`src/fasta_fastq_record_parser_defines.svh`:
```
// assertion macros shared by the record parser modules
// expects clk and rst_n in the scope of each use
`ifndef FASTA_FASTQ_RECORD_PARSER_DEFINES_SVH
`define FASTA_FASTQ_RECORD_PARSER_DEFINES_SVH
`ifndef SYNTHESIS
`define FFP_ASSERT(label, prop, msg) \
    label: assert property (@(posedge clk) disable iff (!rst_n) prop) else $error(msg);
`define FFP_ASSERT_NEVER(label, expr, msg) \
    label: assert property (@(posedge clk) disable iff (!rst_n) !(expr)) else $error(msg);
`else
`define FFP_ASSERT(label, prop, msg)
`define FFP_ASSERT_NEVER(label, expr, msg)
`endif
`endif

```
`src/ffp_pkg.sv`:
```
// types, codes and constants of the fasta/fastq record parser
// no dependencies
package ffp_pkg;

    localparam int MAX_RECORD_LENGTH = 1048576;
    localparam int CNT_W             = $clog2(MAX_RECORD_LENGTH + 1);
    localparam int FIFO_DEPTH        = 4;
    localparam int PTR_W             = $clog2(FIFO_DEPTH);
    localparam int FCNT_W            = $clog2(FIFO_DEPTH + 1);

    localparam logic [7:0] CH_FASTA = 8'h3E;  // '>'
    localparam logic [7:0] CH_FASTQ = 8'h40;  // '@'
    localparam logic [7:0] CH_LF    = 8'h0A;
    localparam logic [7:0] CH_CR    = 8'h0D;
    localparam logic [7:0] CH_LO_A  = 8'h61;
    localparam logic [7:0] CH_LO_Z  = 8'h7A;
    localparam logic [7:0] CASE_OFS = 8'h20;

    typedef enum logic [2:0] {
        K_HEADER = 3'd0,
        K_BASE   = 3'd1,
        K_END    = 3'd2,
        K_TRUNC  = 3'd3,
        K_ERROR  = 3'd4
    } kind_t;

    typedef enum logic [7:0] {
        PH_AWAIT     = 8'b0000_0001,
        PH_HEADER    = 8'b0000_0010,
        PH_AFTER_HDR = 8'b0000_0100,
        PH_DUP_SKIP  = 8'b0000_1000,
        PH_FASTA_SEQ = 8'b0001_0000,
        PH_FASTQ_SEQ = 8'b0010_0000,
        PH_PLUS      = 8'b0100_0000,
        PH_QUAL      = 8'b1000_0000
    } phase_t;

    typedef struct packed {
        kind_t             kind;
        logic [7:0]        out_byte;
        logic [CNT_W-1:0]  record_length;
        logic              length_saturated;
        logic              record_format;
        logic              last;
    } res_t;

    // up to two results per request
    typedef struct packed {
        logic [1:0] n;
        res_t       r0;
        res_t       r1;
    } push_t;

    function automatic res_t make_res(kind_t k, logic [7:0] b, logic [CNT_W-1:0] len,
                                      logic sat, logic fmt);
        res_t r;
        r.kind             = k;
        r.out_byte         = b;
        r.record_length    = len;
        r.length_saturated = sat;
        r.record_format    = fmt;
        r.last             = 1'b0;
        return r;
    endfunction

endpackage

```
`src/fasta_fastq_record_parser.sv`:
```
// fasta/fastq record parser top level: one input byte per cycle while the result queue has room, results queued
// a result is written into the result queue when its input byte is taken, and results leave in order
// input is held off unless the four-entry result queue has two entries free
// a '>' that closes a fasta record gives two results, both queued together
// reset: asynchronous active low, parser awaits a record, keep_case cleared, queue empty
// depends on ffp_pkg, ffp_parse and ffp_out_fifo
module fasta_fastq_record_parser
    import ffp_pkg::*;
(
    input  logic        clk,
    input  logic        rst_n,
    input  logic        s_tvalid,
    output logic        s_tready,
    input  logic [7:0]  s_tdata,   // in_byte
    input  logic [0:0]  s_tuser,   // end_of_input
    output logic        m_tvalid,
    input  logic        m_tready,
    output logic [31:0] m_tdata,   // out_byte, record_length, length_saturated, record_format, pad
    output logic [2:0]  m_tuser,   // kind
    output logic        m_tlast,   // last
    input  logic        cfg_valid,
    output logic        cfg_ready,
    input  logic        cfg_data   // keep_case
);

    logic  keep_case_reg;
    logic  room2;
    logic  in_fire;
    push_t push;
    res_t  res;

    assign cfg_ready = 1'b1;
    assign s_tready  = room2;
    assign in_fire   = s_tvalid && s_tready;

    always_ff @(posedge clk or negedge rst_n)
    begin
        if (!rst_n)
            keep_case_reg <= 1'b0;
        else if (cfg_valid && cfg_ready)
            keep_case_reg <= cfg_data;
    end

    ffp_parse u_parse (
        .clk          (clk),
        .rst_n        (rst_n),
        .in_fire      (in_fire),
        .in_byte      (s_tdata),
        .end_of_input (s_tuser[0]),
        .keep_case    (keep_case_reg),
        .push         (push)
    );

    ffp_out_fifo u_fifo (
        .clk       (clk),
        .rst_n     (rst_n),
        .push      (push),
        .room2     (room2),
        .out_valid (m_tvalid),
        .out_ready (m_tready),
        .out_res   (res)
    );

    assign m_tdata = {1'b0, res.record_format, res.length_saturated, res.record_length,
                      res.out_byte};
    assign m_tuser = res.kind;
    assign m_tlast = res.last;

endmodule

```
`src/ffp_parse.sv`:
```
// record parser state machine: one input byte per cycle while in_fire is high, up to two results
// depends on ffp_pkg and fasta_fastq_record_parser_defines.svh
`include "fasta_fastq_record_parser_defines.svh"
module ffp_parse
    import ffp_pkg::*;
(
    input  logic       clk,
    input  logic       rst_n,
    input  logic       in_fire,
    input  logic [7:0] in_byte,
    input  logic       end_of_input,
    input  logic       keep_case,
    output push_t      push
);

    phase_t           phase_reg, phase_next;
    logic             fmt_reg, fmt_next;
    logic             line_start_reg, line_start_next;
    logic             cr_drop_reg, cr_drop_next;
    logic [CNT_W-1:0] cnt_reg, cnt_next;
    logic             sat_reg, sat_next;
    logic             failed_reg, failed_next;

    logic [7:0] marker;
    logic       seq_cr;
    logic [7:0] seq_b;
    logic       cnt_full;
    logic [1:0] n;
    res_t       r0, r1;
    res_t       base_res;

    assign marker   = fmt_reg ? CH_FASTQ : CH_FASTA;
    assign seq_cr   = cr_drop_reg | (in_byte == CH_CR);
    assign seq_b    = (!keep_case && in_byte >= CH_LO_A && in_byte <= CH_LO_Z)
                      ? in_byte - CASE_OFS : in_byte;
    assign cnt_full = cnt_reg >= CNT_W'(MAX_RECORD_LENGTH);
    assign base_res = make_res(K_BASE, seq_b, '0, 1'b0, fmt_reg);

    always_comb
    begin
        phase_next      = phase_reg;
        fmt_next        = fmt_reg;
        line_start_next = line_start_reg;
        cr_drop_next    = cr_drop_reg;
        cnt_next        = cnt_reg;
        sat_next        = sat_reg;
        failed_next     = failed_reg;
        n               = 2'd0;
        r0              = make_res(K_ERROR, '0, '0, 1'b0, 1'b0);
        r1              = make_res(K_ERROR, '0, '0, 1'b0, 1'b0);

        if (in_fire && !failed_reg)
        begin
            if (end_of_input)
            begin
                case (phase_reg)
                    PH_AWAIT: ;
                    PH_HEADER, PH_AFTER_HDR, PH_DUP_SKIP, PH_FASTQ_SEQ:
                    begin
                        n  = 2'd1;
                        r0 = make_res(K_TRUNC, '0, cnt_reg, sat_reg, fmt_reg);
                    end
                    PH_PLUS:
                    begin
                        n  = 2'd1;
                        r0 = make_res(line_start_reg ? K_TRUNC : K_END, '0, cnt_reg,
                                      sat_reg, fmt_reg);
                    end
                    default:
                    begin
                        n  = 2'd1;
                        r0 = make_res(K_END, '0, cnt_reg, sat_reg, fmt_reg);
                    end
                endcase
                phase_next      = PH_AWAIT;
                line_start_next = 1'b1;
                cr_drop_next    = 1'b0;
                cnt_next        = '0;
                sat_next        = 1'b0;
                fmt_next        = 1'b0;
            end
            else
            begin
                case (phase_reg)
                    PH_AWAIT:
                    begin
                        if (in_byte == CH_FASTA || in_byte == CH_FASTQ)
                        begin
                            fmt_next        = (in_byte == CH_FASTQ);
                            cnt_next        = '0;
                            sat_next        = 1'b0;
                            cr_drop_next    = 1'b0;
                            line_start_next = 1'b0;
                            phase_next      = PH_HEADER;
                            n               = 2'd1;
                            r0 = make_res(K_HEADER, in_byte, '0, 1'b0, in_byte == CH_FASTQ);
                        end
                        else
                        begin
                            failed_next = 1'b1;
                            n           = 2'd1;
                        end
                    end
                    PH_HEADER:
                    begin
                        if (in_byte == CH_LF)
                        begin
                            phase_next      = PH_AFTER_HDR;
                            line_start_next = 1'b1;
                            cr_drop_next    = 1'b0;
                        end
                        else
                        begin
                            cr_drop_next = seq_cr;
                            if (!seq_cr)
                            begin
                                n  = 2'd1;
                                r0 = make_res(K_HEADER, in_byte, '0, 1'b0, fmt_reg);
                            end
                        end
                    end
                    PH_AFTER_HDR, PH_FASTA_SEQ, PH_FASTQ_SEQ:
                    begin
                        if (phase_reg == PH_AFTER_HDR && in_byte == marker)
                        begin
                            phase_next      = PH_DUP_SKIP;
                            line_start_next = 1'b0;
                        end
                        else if (phase_reg == PH_FASTA_SEQ && line_start_reg
                                 && in_byte == CH_FASTA)
                        begin
                            // closes this record and opens the next
                            n  = 2'd2;
                            r0 = make_res(K_END, '0, cnt_reg, sat_reg, fmt_reg);
                            r1 = make_res(K_HEADER, in_byte, '0, 1'b0, 1'b0);
                            fmt_next        = 1'b0;
                            cnt_next        = '0;
                            sat_next        = 1'b0;
                            cr_drop_next    = 1'b0;
                            line_start_next = 1'b0;
                            phase_next      = PH_HEADER;
                        end
                        else if (in_byte == CH_LF)
                        begin
                            line_start_next = 1'b1;
                            cr_drop_next    = 1'b0;
                            if (phase_reg != PH_FASTA_SEQ)
                                phase_next = fmt_reg ? PH_PLUS : PH_FASTA_SEQ;
                        end
                        else
                        begin
                            if (phase_reg == PH_AFTER_HDR)
                                phase_next = fmt_reg ? PH_FASTQ_SEQ : PH_FASTA_SEQ;
                            line_start_next = 1'b0;
                            cr_drop_next    = seq_cr;
                            if (!seq_cr)
                            begin
                                n  = 2'd1;
                                r0 = base_res;
                                if (cnt_full)
                                begin
                                    cnt_next = CNT_W'(MAX_RECORD_LENGTH);
                                    sat_next = 1'b1;
                                end
                                else
                                    cnt_next = cnt_reg + 1'b1;
                            end
                        end
                    end
                    PH_DUP_SKIP:
                    begin
                        if (in_byte == CH_LF)
                        begin
                            phase_next      = PH_AFTER_HDR;
                            line_start_next = 1'b1;
                        end
                    end
                    PH_PLUS:
                    begin
                        if (in_byte == CH_LF)
                        begin
                            phase_next      = PH_QUAL;
                            line_start_next = 1'b1;
                        end
                        else
                            line_start_next = 1'b0;
                    end
                    default:
                    begin
                        if (in_byte == CH_LF)
                        begin
                            n               = 2'd1;
                            r0 = make_res(K_END, '0, cnt_reg, sat_reg, fmt_reg);
                            phase_next      = PH_AWAIT;
                            line_start_next = 1'b1;
                            cr_drop_next    = 1'b0;
                            cnt_next        = '0;
                            sat_next        = 1'b0;
                            fmt_next        = 1'b0;
                        end
                        else
                            line_start_next = 1'b0;
                    end
                endcase
            end
        end

        // mark the final result of this request
        if (n == 2'd1)
            r0.last = 1'b1;
        if (n == 2'd2)
            r1.last = 1'b1;
    end

    assign push.n  = n;
    assign push.r0 = r0;
    assign push.r1 = r1;

    always_ff @(posedge clk or negedge rst_n)
    begin
        if (!rst_n)
        begin
            phase_reg      <= PH_AWAIT;
            fmt_reg        <= 1'b0;
            line_start_reg <= 1'b1;
            cr_drop_reg    <= 1'b0;
            cnt_reg        <= '0;
            sat_reg        <= 1'b0;
            failed_reg     <= 1'b0;
        end
        else
        begin
            phase_reg      <= phase_next;
            fmt_reg        <= fmt_next;
            line_start_reg <= line_start_next;
            cr_drop_reg    <= cr_drop_next;
            cnt_reg        <= cnt_next;
            sat_reg        <= sat_next;
            failed_reg     <= failed_next;
        end
    end

    `FFP_ASSERT(a_failed_sticky, failed_reg |=> failed_reg, "format error cleared without reset")
    `FFP_ASSERT(a_eoi_closes, (in_fire && end_of_input && !failed_reg) |=> (phase_reg == PH_AWAIT && cnt_reg == '0), "end of input left a record open")
    `FFP_ASSERT_NEVER(a_cnt_range, cnt_reg > CNT_W'(MAX_RECORD_LENGTH), "base count beyond saturation limit")
    `FFP_ASSERT_NEVER(a_no_result_failed, failed_reg && push.n != 2'd0, "result produced after format error")

endmodule

```
`src/ffp_out_fifo.sv`:
```
// result queue: up to two results written per cycle, one read per cycle while out_ready is high
// depends on ffp_pkg and fasta_fastq_record_parser_defines.svh
`include "fasta_fastq_record_parser_defines.svh"
module ffp_out_fifo
    import ffp_pkg::*;
(
    input  logic  clk,
    input  logic  rst_n,
    input  push_t push,
    output logic  room2,
    output logic  out_valid,
    input  logic  out_ready,
    output res_t  out_res
);

    res_t              mem [FIFO_DEPTH];
    logic [PTR_W-1:0]  wr_reg, wr_next;
    logic [PTR_W-1:0]  rd_reg, rd_next;
    logic [FCNT_W-1:0] count_reg, count_next;
    logic              pop;

    assign out_valid = count_reg != '0;
    assign out_res   = mem[rd_reg];
    assign pop       = out_valid && out_ready;
    assign room2     = count_reg <= FCNT_W'(FIFO_DEPTH - 2);

    assign wr_next    = wr_reg + PTR_W'(push.n);
    assign rd_next    = rd_reg + PTR_W'(pop);
    assign count_next = count_reg + FCNT_W'(push.n) - FCNT_W'(pop);

    always_ff @(posedge clk)
    begin
        if (push.n != 2'd0)
            mem[wr_reg] <= push.r0;
        if (push.n == 2'd2)
            mem[wr_reg + 1'b1] <= push.r1;
    end

    always_ff @(posedge clk or negedge rst_n)
    begin
        if (!rst_n)
        begin
            wr_reg    <= '0;
            rd_reg    <= '0;
            count_reg <= '0;
        end
        else
        begin
            wr_reg    <= wr_next;
            rd_reg    <= rd_next;
            count_reg <= count_next;
        end
    end

    `FFP_ASSERT_NEVER(a_overflow, FCNT_W'(push.n) > FCNT_W'(FIFO_DEPTH) - count_reg, "result queue overflow")
    `FFP_ASSERT_NEVER(a_count_range, count_reg > FCNT_W'(FIFO_DEPTH), "result queue count out of range")
    `FFP_ASSERT(a_hold_out, (out_valid && !out_ready) |=> out_valid, "waiting result withdrawn")

endmodule

```
`config.mk`:
```
export PLATFORM = sky130hd
export DESIGN_NAME = fasta_fastq_record_parser
export DESIGN_NICKNAME = d
export VERILOG_FILES = /design/src/ffp_pkg.sv /design/src/fasta_fastq_record_parser.sv /design/src/ffp_parse.sv /design/src/ffp_out_fifo.sv
export VERILOG_INCLUDE_DIRS = /design/src /design/src/src
export SDC_FILE = /design/constraint.sdc
export NUM_CORES = 1
export LEC_CHECK = 0
export ABC_AREA = 1
export ABC_CLOCK_PERIOD_IN_PS = 3500
export BUFFER_PORTS_ARGS = -buffer_cell sky130_fd_sc_hd__clkbuf_2
export CAP_MARGIN = 20
export CORE_MARGIN = 8
export CORE_UTILIZATION = 60
export DETAILED_ROUTE_END_ITERATION = 10
export GPL_ROUTABILITY_DRIVEN = 0
export HOLD_SLACK_MARGIN = 0.15
export PLACE_DENSITY = 0.79
export SLEW_MARGIN = 40
export SYNTH_ARGS = -nofsm -noshare
export SYNTH_HDL_FRONTEND = slang
export SYNTH_SLANG_ARGS = --single-unit
```
`constraint.sdc`:
```
create_clock -name clk -period 3.5 [get_ports clk]
set_input_delay 0.525 -clock clk [delete_from_list [all_inputs] [get_ports clk]]
set_output_delay 0.525 -clock clk [all_outputs]
set_load 0.02 [all_outputs]
```
==> results_tabular.tex, run 1 <==
\begin{tabular}{lr}
\hline
Metric & Value \\
\hline
\multicolumn{2}{l}{\textbf{Outcome}} \\
\quad Status & finished, final reports clean \\
\multicolumn{2}{l}{\textbf{STA}} \\
\quad Fin crit share & 82.0\% \\
\quad Final setup violation count & 0 \\
\quad Final min period & 2.87 ns \\
\quad Measured slew at the worst slew-check pin & 0.832 ns \\
\quad Hold Fails Final Rpt & 0 \\
\quad Final Skew & 0.00848 ns \\
\quad Setup total negative slack & 0 ns \\
\quad Top achievable clock speed & 0.349 GHz \\
\quad WHS & 0.332 ns \\
\quad Relative max-transition margin & 44.5\% \\
\quad Pins over their slew limit & 0 \\
\quad Setup ws final & 0.631 ns \\
\quad Setup repair after global routing missed its margin & no \\
\multicolumn{2}{l}{\textbf{Yosys}} \\
\quad \#FFs+latches synth & 182 \\
\quad Warnings from Yosys & 0 \\
\quad Area of the mapped netlist & 0.00966 mm\^{}2 \\
\quad Post-Synthesis Cells & 1,256 \\
\quad Share of synthesized area occupied by flip-flops and latches & 44.1\% \\
\quad Per-instance average area after synthesis & 7.69 um\^{}2 \\
\quad Netlist cell types & 49 \\
\quad Syn Nets & 1,280 \\
\multicolumn{2}{l}{\textbf{Final layout}} \\
\quad Fraction of layout instances using a drive strength above 1 & 13.1\% \\
\quad Fillcell total & 1,370 \\
\quad Nets & 1,290 \\
\quad Sequential cell area & 0.00426 mm\^{}2 \\
\quad Diodes inserted & 0 \\
\quad Multi-input gate area & 0.00467 mm\^{}2 \\
\quad Max reg flops & 140 \\
\quad Final core area utilization & 66.2\% \\
\quad Final std cells w/o fill & 1,495 \\
\quad Area growth from synthesis to layout & 8.55\% \\
\multicolumn{2}{l}{\textbf{Worst setup path}} \\
\quad Critical Setup Path Class & register to register \\
\quad Highest cell delay on the worst timing path & 0.50 ns \\
\quad Launching instance or port of the critical path & u\_parse.phase\_reg[7]\$\_DFFE\_PN0P\_ \\
\quad End of the critical path & u\_fifo.mem[1][34]\$\_DFFE\_PP\_ \\
\quad Reg2Reg Setup Slack & 0.63 ns \\
\quad Worst-path cell chain & nor2\_2, nand2\_1, nor2\_4, nand2\_2, nor2\_4, buf\_4, inv\_1, a21oi\_1, o211ai\_1, a21oi\_1, nor2\_1 \\
\quad Number of buffers and inverters on the critical path & 2 \\
\quad Family of cells with the greatest summed delay on the critical path & compound AO/OA/AOI/OAI gates \\
\quad Type of origin of the critical path & register \\
\quad CP Data Required Time & 3.67 ns \\
\quad Kind of end point of the critical path & register \\
\quad Worst EP arrival & 3.04 ns \\
\quad Reg-to-reg critical path startpoint & u\_parse.phase\_reg[7]\$\_DFFE\_PN0P\_ \\
\quad Slowest cell on the critical path & a21oi\_1 \\
\quad Worst-case reg-to-reg path depth & 11 \\
\quad Capture point of the worst reg-to-reg path & u\_fifo.mem[1][34]\$\_DFFE\_PP\_ \\
\quad Total number of cells along the worst setup path & 11 \\
\quad Maximum fanout count along the critical path & 22 \\
\multicolumn{2}{l}{\textbf{Global routing}} \\
\quad Sum of overflow across all layers after global routing & 0 \\
\quad Initial antenna violation count & 0 \\
\quad Vias in the first global route & 8,264 \\
\quad Overall global routing resource usage & 26.3\% \\
\quad Largest net degree at the start of global routing & 101 \\
\quad Global-route wire length before repair & 42,700 um \\
\multicolumn{2}{l}{\textbf{Floorplan}} \\
\quad Area inside the core boundary & 0.0158 mm\^{}2 \\
\quad Io pins & 54 \\
\quad Die outline area & 0.0204 mm\^{}2 \\
\quad Die Width & 143 um \\
\quad Effective utilization at floorplan & 61.0\% \\
\quad Number of placement rows & 46 \\
\quad Die boundary height & 143 um \\
\multicolumn{2}{l}{\textbf{Clock network}} \\
\quad Number of H-tree branching levels & 4 \\
\quad Cell at the root of the clock tree & clkbuf\_16 \\
\quad Number of buffers created by CTS & 17 \\
\quad Clock sinks & 182 \\
\quad Clock buffer depth & 2 \\
\quad Insertion delay of the later-clocked pin in the worst-skew pair & 0.44 ns \\
\quad Setup Buffers After CTS & 0 \\
\quad Clock-pin transition on the worst setup and hold timing paths & 0.07 ns \\
\quad Clock tree from TritonCTS & yes \\
\multicolumn{2}{l}{\textbf{Route}} \\
\quad DRC errors left & 0 \\
\quad Final routed wire length divided by cell count & 17.7 um \\
\quad Drt initial violations & 936 \\
\quad DRT Wirelength & 26,400 um \\
\quad 1st-pass router iterations & 7 \\
\quad Post-route antenna net violation count & 0 \\
\quad Number of vias in the routed layout & 9,021 \\
\quad Detail-routed via count per cell & 6.03 \\
\multicolumn{2}{l}{\textbf{Pwr}} \\
\quad Power per standard cell area & 556 mW/mm\^{}2 \\
\quad Cell leakage power & 0.00474 uW \\
\quad Worst ir drop on vdd & 0.398 mV \\
\multicolumn{2}{l}{\textbf{Place}} \\
\quad Number of buffer cells added on primary ports & 51 \\
\quad Placed cell count & 1,462 \\
\quad Half-perimeter wire length after detailed placement & 16,500 um \\
\quad Worst-case setup slack after placement & 0.605 ns \\
\multicolumn{2}{l}{\textbf{Flow run}} \\
\quad Number of max-capacitance violations reported & 0 \\
\multicolumn{2}{l}{\textbf{Worst hold path}} \\
\quad Hold Crit Class & input port to register \\
\hline
\end{tabular}
power by group:
| group | internal [uW] | total [uW] | switching [uW] |
|---|---|---|---|
| Combinational | 530 | 1790 | 1260 |
| Clock | 984 | 1840 | 854 |
| Sequential | 2180 | 2200 | 23.9 |
worst min path at each step:
stage / from / end / slack [ns] / depth (start not counted)
floorplan: rst_n / keep_case_reg$_DFFE_PN0P_ / 0.23 / 0
global placement: u_fifo.mem[2][10]$_SDFFE_PP0N_ / u_fifo.mem[2][10]$_SDFFE_PP0N_ / 0.45 / 2
detailed placement: u_fifo.mem[2][18]$_SDFFE_PP0N_ / u_fifo.mem[2][18]$_SDFFE_PP0N_ / 0.45 / 2
CTS: cfg_data / keep_case_reg$_DFFE_PN0P_ / 0.32 / 2
global route: cfg_data / keep_case_reg$_DFFE_PN0P_ / 0.34 / 2
finish: cfg_data / keep_case_reg$_DFFE_PN0P_ / 0.33 / 2
cell families after synthesis:
| family | share of synthesized area, % |
|---|---|
| flip-flops | 44.1 |
| AND/OR/NAND/NOR | 34.3 |
| adder cells (fa/ha/maj) | 1.24 |
| other | 0.0778 |
| buffers and inverters | 7.67 |
| AO/OA/AOI/OAI | 10.5 |
| multiplexers | 0.220 |
| XOR/XNOR | 1.90 |
through the flow:
| stage | power [uW] | area, um^2 |
|---|---|---|
| after CTS | 5840 | 10500 |
| after floorplan | 3420 | 9660 |
| after detailed placement | 4040 | 9920 |
| final | 5830 | 10500 |
| after global routing | 6080 | 10500 |
| after global placement | 4020 | 9910 |
routing by layer:
metal	part of all wire (%)	wire (um)	vias to the layer above	global-route usage (%)
li1	-	-	4301	-
met4	1.7	446	0	8.28
met3	9.2	2430	51	3.87
met2	48	12700	458	44.7
met1	41	10800	4211	33.8
met5	0	0	-	0
Yosys cell counts, drive strengths merged:
library cell	instances	area (um^2)
nand3	252	1310
nor2	172	761
o21ai	130	651
a21oi	12	63.8
nor4	19	125
xor2	18	158
fa	1	20.0
a21boi	2	15.0
dfrtp	40	1000
a211oi	2	15.0
and2	1	6.26
o211ai	2	15.0
mux2i	1	10.0
a41oi	1	8.76
dfxtp	100	2000
xnor2	3	26.3
dfstp	2	52.6
clkinv	1	3.75
inv	75	282
nor3	18	101
nand4	15	93.8
o2111ai	1	8.76
conb	2	7.51
o31ai	1	7.51
or2	1	6.26
mux2	1	11.3
o22ai	37	231
clkbuf	39	146
edfxtp	40	1200
nand2	215	910
ha	8	100
buf	44	309
repair_timing:
item,in CTS,in global routing
hold buffers,1,0
endpoints found under the hold margin,39,0
gates resized for setup,0,0
cell type report:
cell class	count	share of cell area, %
Clock inverter	15	1.22
Multi-Input combinational cell	915	44.5
Timing Repair Buffer	74	4.28
Tap cell	216	2.58
Inverter	76	2.72
Sequential cell	182	40.6
Clock buffer	17	4.06
cell usage in the layout (no fill, tap or decap), types with 12 or more instances in the layout:
master / instances
xor2_1: 18
nand2_1: 199
clkbuf_2: 50
nand3_1: 247
buf_4: 20
edfxtp_1: 40
inv_1: 61
dfxtp_1: 100
nand4_1: 15
nor4_1: 18
o21ai_1: 19
o21ai_0: 111
nor2_2: 12
o22ai_1: 37
nor2_1: 150
inv_2: 14
dfrtp_1: 39
nor3_1: 17
clkbuf_16: 17
No activity file was read; power rests on OpenSTA's default activity.
==> inputs of run 2 (changes only) <==
Settings changed: ABC_CLOCK_PERIOD_IN_PS 3500 to 2400, CORE_UTILIZATION 60 to 56, PLACE_DENSITY 0.79 to 0.77.
Clock period 3.5 ns to 2.4 ns, I/O delays scaled along.
==> results_tabular.tex, run 2 (synthesis results as in run 1) <==
\begin{tabular}{lr}
\hline
Metric & Value \\
\hline
\multicolumn{2}{l}{\textbf{STA}} \\
\quad Final min period & 2.39 ns \\
\quad Pins over their slew limit & 0 \\
\quad Final setup violation count & 0 \\
\quad Setup repair after global routing missed its margin & yes \\
\quad Hold Fails Final Rpt & 0 \\
\quad Top achievable clock speed & 0.418 GHz \\
\quad WHS & 0.164 ns \\
\quad Final Skew & 0.00989 ns \\
\quad Fin crit share & 99.6\% \\
\quad Relative max-transition margin & 59.0\% \\
\quad Measured slew at the worst slew-check pin & 0.615 ns \\
\multicolumn{2}{l}{\textbf{Worst setup path}} \\
\quad CP Data Required Time & 2.55 ns \\
\quad Critical Setup Path Class & register to register \\
\quad Kind of end point of the critical path & register \\
\quad Type of origin of the critical path & register \\
\quad Worst EP arrival & 2.54 ns \\
\quad Launching instance or port of the critical path & u\_parse.phase\_reg[0]\$\_DFFE\_PN1P\_ \\
\quad Maximum fanout count along the critical path & 10 \\
\quad Reg-to-reg critical path startpoint & u\_parse.phase\_reg[0]\$\_DFFE\_PN1P\_ \\
\multicolumn{2}{l}{\textbf{Clock network}} \\
\quad Clock buffer depth & 2 \\
\quad Clock tree from TritonCTS & yes \\
\quad Cell at the root of the clock tree & clkbuf\_16 \\
\quad Number of H-tree branching levels & 4 \\
\quad Insertion delay of the later-clocked pin in the worst-skew pair & 0.43 ns \\
\quad Number of buffers created by CTS & 17 \\
\quad Clock-pin transition on the worst setup and hold timing paths & 0.07 ns \\
\quad Clock sinks & 182 \\
\multicolumn{2}{l}{\textbf{Floorplan}} \\
\quad Die Width & 147 um \\
\quad Die outline area & 0.0217 mm\^{}2 \\
\quad Io pins & 54 \\
\quad Effective utilization at floorplan & 56.6\% \\
\quad Number of placement rows & 48 \\
\quad Area inside the core boundary & 0.0171 mm\^{}2 \\
\quad Die boundary height & 147 um \\
\multicolumn{2}{l}{\textbf{Final layout}} \\
\quad Diodes inserted & 0 \\
\quad Fraction of layout instances using a drive strength above 1 & 19.5\% \\
\quad Sequential cell area & 0.00426 mm\^{}2 \\
\quad Fillcell total & 1,412 \\
\quad Most common cell after layout, fill and taps aside & nand3\_1 \\
\quad Final core area utilization & 66.0\% \\
\quad Area growth from synthesis to layout & 16.5\% \\
\quad Max reg flops & 140 \\
\quad Nets & 1,346 \\
\quad Multi-input gate area & 0.00482 mm\^{}2 \\
\quad Top library cells by usage in the layout, fill and taps aside & 244 x nand3\_1, 193 x nand2\_1, 134 x nor2\_1 \\
\multicolumn{2}{l}{\textbf{Route}} \\
\quad DRT Wirelength & 27,500 um \\
\quad Post-route antenna net violation count & 0 \\
\quad Number of vias in the routed layout & 9,345 \\
\quad Detail-routed via count per cell & 5.99 \\
\quad Final routed wire length divided by cell count & 17.7 um \\
\quad Drt initial violations & 1,126 \\
\quad 1st-pass router iterations & 6 \\
\quad DRC errors left & 0 \\
\multicolumn{2}{l}{\textbf{Pwr}} \\
\quad Worst ir drop on vdd & 0.592 mV \\
\quad Power per standard cell area & 793 mW/mm\^{}2 \\
\quad Cell leakage power & 0.00507 uW \\
\quad Design Power & 8920 uW \\
\multicolumn{2}{l}{\textbf{Global routing}} \\
\quad Vias in the first global route & 8,721 \\
\quad Largest net degree at the start of global routing & 48 \\
\quad Sum of overflow across all layers after global routing & 0 \\
\quad Global-route wire length before repair & 43,700 um \\
\quad Overall global routing resource usage & 24.6\% \\
\quad Initial antenna violation count & 0 \\
\multicolumn{2}{l}{\textbf{Place}} \\
\quad Half-perimeter wire length after detailed placement & 18,100 um \\
\quad Number of buffer cells added on primary ports & 51 \\
\multicolumn{2}{l}{\textbf{Worst hold path}} \\
\quad Hold Crit Class & input port to register \\
\quad Launch instance of the worst min-delay path & cfg\_data \\
\multicolumn{2}{l}{\textbf{Outcome}} \\
\quad Status & finished, final reports clean \\
\multicolumn{2}{l}{\textbf{Flow run}} \\
\quad Number of max-capacitance violations reported & 0 \\
\hline
\end{tabular}
==> run 2: changes by cell type in the layout (fill, tap and decap cells not counted), moves of 3 or more <==
cell | previous run | this run
nand2_2 | 7 | 10
buf_6 | 1 | 7
nand3_2 | 2 | 5
clkinv_1 | 4 | 1
buf_4 | 20 | 62
nand2_1 | 199 | 193
nor2_2 | 12 | 24
nor2_4 | 8 | 12
buf_12 | 1 | 6
nor2_1 | 150 | 134
nand3_1 | 247 | 244
==> run 2: path summary, 6_finish.rpt <==
check / slack, ns / end / cells past startpoint
max: 0.009 / u_fifo.mem[0][24]$_DFFE_PP_ / 15
min: 0.16 / keep_case_reg$_DFFE_PN0P_ / 2
max reg2reg: 0.009 / u_fifo.mem[0][24]$_DFFE_PP_ / 15
min reg2reg: 0.46 / u_fifo.mem[1][20]$_SDFFE_PP0N_ / 2
max in group asynchronous: 1.24 / u_parse.line_start_reg$_DFFE_PN1P_ / 3
min in group asynchronous: 0.41 / u_parse.phase_reg[1]$_DFFE_PN0P_ / 2
==> run 2: metal layers <==
| metal | vias up | part of all wire (%) | GRT usage, % |
|---|---|---|---|
| met3 | 44 | 8.8 | 4.52 |
| met2 | 452 | 49 | 40.5 |
| met1 | 4441 | 41 | 31.7 |
| met4 | 0 | 1.8 | 8.67 |
| met5 | - | 0 | 0 |
| li1 | 4408 | - | - |
==> run 2: area by class of cell <==
type	count	area share (%)
clock buffers	19	4.12
flip-flops and latches	182	37.9
clock inverters	13	1.38
repair buffers	130	8.75
well taps	225	2.50
inverters	76	2.53
multi-input cells	915	42.8
==> run 2: report_power, final <==
part / total, uW / switching [uW] / internal, uW
registers: 3260 / 87.1 / 3180
logic: 2710 / 1860 / 852
clock network: 2940 / 1280 / 1660
total: 8920 / 3230 / 5690
==> run 2: what timing repair did <==
action / in CTS / in global routing
pin swaps: 2 / 10
resized for setup: 3 / 54
setup buffers: 1 / 6
endpoints found under the setup margin: 2 / 184
endpoints found under the hold margin: 15 / 0
hold buffers: 1 / 0
gates cloned: 0 / 1
==> run 2: worst max-delay path, stage by stage, from the launching register on <==
cell and delay (ns):
dfstp_2 0.57, buf_4 0.12, nand3_2 0.09, nor2_2 0.15, inv_2 0.08, buf_4 0.14
nand2_1 0.07, nor2_2 0.04, nand2_1 0.06, nand2_2 0.05, nand2_2 0.07, nand2_4 0.08
nand2_8 0.17, nand2_4 0.14, nand2_2 0.11, buf_12 0.14
==> run 2: metrics by stage <==
step	instance area, um^2	worst slack [ns]	TNS [ns]	instances
2_1_floorplan	9660	0.0188	0	1256
3_3_place_gp	10400	0.0377	0	1519
3_5_place_dp	10400	-0.00858	-0.00858	1519
4_1_cts	11000	-0.00756	-0.00756	1553
5_1_grt	11300	-0.0803	-2.25	1560
6_report	11300	0.00927	0	1560
==> inputs of run 3 (changes only) <==
Settings changed: ABC_AREA 1 to not set, CORE_UTILIZATION 56 to 55, PLACE_DENSITY 0.77 to 0.76.
==> results_tabular.tex, run 3 <==
\begin{tabular}{lr}
\hline
Metric & Value \\
\hline
\multicolumn{2}{l}{\textbf{Clock network}} \\
\quad Insertion delay of the later-clocked pin in the worst-skew pair & 0.44 ns \\
\quad Clock-pin transition on the worst setup and hold timing paths & 0.07 ns \\
\quad Cell at the root of the clock tree & clkbuf\_16 \\
\quad Number of H-tree branching levels & 4 \\
\quad Number of buffers created by CTS & 17 \\
\quad Clock tree from TritonCTS & yes \\
\quad Clock buffer depth & 2 \\
\quad Clock sinks & 182 \\
\multicolumn{2}{l}{\textbf{Place}} \\
\quad Number of buffer cells added on primary ports & 51 \\
\quad Half-perimeter wire length after detailed placement & 15,200 um \\
\quad Instance area at placement & 0.0104 mm\^{}2 \\
\multicolumn{2}{l}{\textbf{STA}} \\
\quad Final Skew & 0.0121 ns \\
\quad Fin crit share & 117\% \\
\quad Relative max-transition margin & 46.8\% \\
\quad Final min period & 2.81 ns \\
\quad Final setup violation count & 197 \\
\quad Top achievable clock speed & 0.356 GHz \\
\quad Measured slew at the worst slew-check pin & 0.778 ns \\
\quad Hold Fails Final Rpt & 0 \\
\quad Setup repair after global routing missed its margin & yes \\
\quad Pins over their slew limit & 0 \\
\quad Setup ws final & -0.412 ns \\
\multicolumn{2}{l}{\textbf{Final layout}} \\
\quad Diodes inserted & 0 \\
\quad Top library cells by usage in the layout, fill and taps aside & 126 x nand2\_1, 108 x buf\_4, 100 x mux2i\_1, 100 x dfxtp\_1, 50 x clkbuf\_2 \\
\quad Post-layout instance area & 0.0118 mm\^{}2 \\
\quad Max reg flops & 140 \\
\quad Most common cell after layout, fill and taps aside & nand2\_1 \\
\quad Fraction of layout instances using a drive strength above 1 & 35.9\% \\
\quad Nets & 1,037 \\
\quad Area growth from synthesis to layout & 29.9\% \\
\quad Final core area utilization & 71.9\% \\
\multicolumn{2}{l}{\textbf{Worst setup path}} \\
\quad Worst-path cell chain & nor4\_4, nand4b\_1, a211oi\_2, o311ai\_2, a31oi\_4, buf\_6, inv\_4, ha\_4, fa\_2, xnor2\_2, xnor2\_1 \\
\quad CP Data Required Time & 2.74 ns \\
\quad Number of buffers and inverters on the critical path & 2 \\
\quad Kind of end point of the critical path & register \\
\quad Family of cells with the greatest summed delay on the critical path & compound AO/OA/AOI/OAI gates \\
\quad Highest cell delay on the worst timing path & 0.45 ns \\
\quad Slowest cell on the critical path & dfrtp\_2 \\
\quad Type of origin of the critical path & register \\
\quad Maximum fanout count along the critical path & 5 \\
\quad Critical Setup Path Class & register to register \\
\quad Worst EP arrival & 3.15 ns \\
\multicolumn{2}{l}{\textbf{Pwr}} \\
\quad Worst ir drop on vdd & 0.557 mV \\
\quad Cell leakage power & 0.00506 uW \\
\quad Power per standard cell area & 592 mW/mm\^{}2 \\
\multicolumn{2}{l}{\textbf{Yosys}} \\
\quad Largest cells by area after synthesis & dfxtp\_1 22\%, edfxtp\_1 13\%, mux2i\_1 11\% \\
\quad Warnings from Yosys & 0 \\
\quad \#FFs+latches synth & 182 \\
\quad Syn Nets & 886 \\
\quad Share of synthesized registers carrying an async set or reset & 23.1\% \\
\quad Area of the mapped netlist & 0.00905 mm\^{}2 \\
\quad Most repeated cell in the gate-level netlist after synthesis & nand2\_1 \\
\quad Share of synthesized area occupied by flip-flops and latches & 47.0\% \\
\quad Top cells by instance count after synthesis & 136 x nand2\_1, 101 x mux2i\_1, 100 x dfxtp\_1 \\
\quad Per-instance average area after synthesis & 10.5 um\^{}2 \\
\quad Proportion of netlist area held by the largest area contributor & 22.1\% \\
\quad Post-Synthesis Cells & 862 \\
\quad Post-synth EDFFs & 40 \\
\quad Most common flop cell mapped by yosys & dfxtp\_1 \\
\quad Netlist cell types & 69 \\
\quad Cell type contributing the most total cell area after synthesis & dfxtp\_1 \\
\multicolumn{2}{l}{\textbf{Floorplan}} \\
\quad Number of placement rows & 47 \\
\quad Die boundary height & 144 um \\
\quad Io pins & 54 \\
\quad Die outline area & 0.0208 mm\^{}2 \\
\quad Effective utilization at floorplan & 55.4\% \\
\quad Die Width & 144 um \\
\quad Area inside the core boundary & 0.0163 mm\^{}2 \\
\multicolumn{2}{l}{\textbf{Flow run}} \\
\quad Number of max-capacitance violations reported & 0 \\
\multicolumn{2}{l}{\textbf{Outcome}} \\
\quad Violated checks & setup timing \\
\quad Status & finished with violations \\
\multicolumn{2}{l}{\textbf{Route}} \\
\quad 1st-pass router iterations & 8 \\
\quad Drt initial violations & 748 \\
\quad DRT Wirelength & 25,300 um \\
\quad Final routed wire length divided by cell count & 20.3 um \\
\quad Number of vias in the routed layout & 7,686 \\
\quad Post-route antenna net violation count & 0 \\
\quad Detail-routed via count per cell & 6.17 \\
\quad DRC errors left & 0 \\
\multicolumn{2}{l}{\textbf{Global routing}} \\
\quad Sum of overflow across all layers after global routing & 0 \\
\quad Initial antenna violation count & 0 \\
\quad Vias in the first global route & 7,635 \\
\quad Global-route wire length before repair & 39,000 um \\
\quad Largest net degree at the start of global routing & 37 \\
\quad Overall global routing resource usage & 24.3\% \\
\multicolumn{2}{l}{\textbf{Worst hold path}} \\
\quad Hold Crit Class & input port to register \\
\hline
\end{tabular}
## run 3: area by class of cell
cell class | instances | area [um^2]
multi-input cells | 596 | 4940
fillers | 1095 | 4590
flip-flops and latches | 182 | 4260
repair buffers | 193 | 1610
clock buffers | 19 | 464
well taps | 220 | 275
clock inverters | 13 | 119
inverters | 23 | 88.8
## run 3: layer usage
| layer | vias to the layer above | wire length, um | track usage [%] |
|---|---|---|---|
| li1 | 3431 | - | - |
| met1 | 3797 | 9910 | 28.8 |
| met2 | 370 | 12700 | 41.3 |
| met5 | - | 0 | 0 |
| met4 | 0 | 932 | 11.6 |
| met3 | 88 | 1770 | 4.89 |
## run 3: repair_timing
action                                  CTS  global route
endpoints found under the setup margin  204           216
setup buffers                             7             9
endpoints found under the hold margin    28             0
pin swaps                                27            17
hold buffers                              2             0
gates cloned                              6             4
gates resized for setup                  62            78
## run 3: path summary, 6_finish.rpt
check,startpoint,end,slack [ns],cells after the start
max,u_parse.phase_reg[5]$_DFFE_PN0P_,u_fifo.count_reg[2]$_DFF_PN0_,-0.41,11
min,cfg_valid,keep_case_reg$_DFFE_PN0P_,0.17,2
max reg2reg,u_parse.phase_reg[5]$_DFFE_PN0P_,u_fifo.count_reg[2]$_DFF_PN0_,-0.41,11
min reg2reg,u_fifo.mem[2][19]$_SDFFE_PP0N_,u_fifo.mem[2][19]$_SDFFE_PP0N_,0.46,2
max in group asynchronous,rst_n,u_parse.cnt_reg[0]$_DFFE_PN0P_,1.45,3
min in group asynchronous,rst_n,u_parse.failed_reg$_DFFE_PN0P_,0.44,2
## run 3: stage by stage
stage	std cells	hold slack [ns]	TNS, ns	total power [uW]	worst slack, ns
floorplan	862	0.0644	-22.22	3960	-0.285
global placement	1187	0.441	-47.73	4260	-0.341
detailed placement	1187	0.371	-53.16	4270	-0.386
global route	1246	0.180	-70.57	7180	-0.561
CTS	1234	0.165	-50.84	6950	-0.326
finish	1246	0.171	-51.58	6960	-0.412
## run 3: logic make-up after synthesis
kind of cell | count (synthesis) | synth area share [%]
XOR/XNOR | 8 | 0.774
flip-flops | 182 | 47.0
buffers and inverters | 86 | 4.84
other | 2 | 0.0830
adder cells (fa/ha/maj) | 9 | 1.33
AND/OR/NAND/NOR | 300 | 15.7
multiplexers | 143 | 20.7
AO/OA/AOI/OAI | 132 | 9.55
## run 3: power by group
group	leakage [uW]	switching [uW]	internal [uW]
clock	0.000287	1270	1450
sequential	0.00162	55.8	3170
combinational	0.00316	552	455
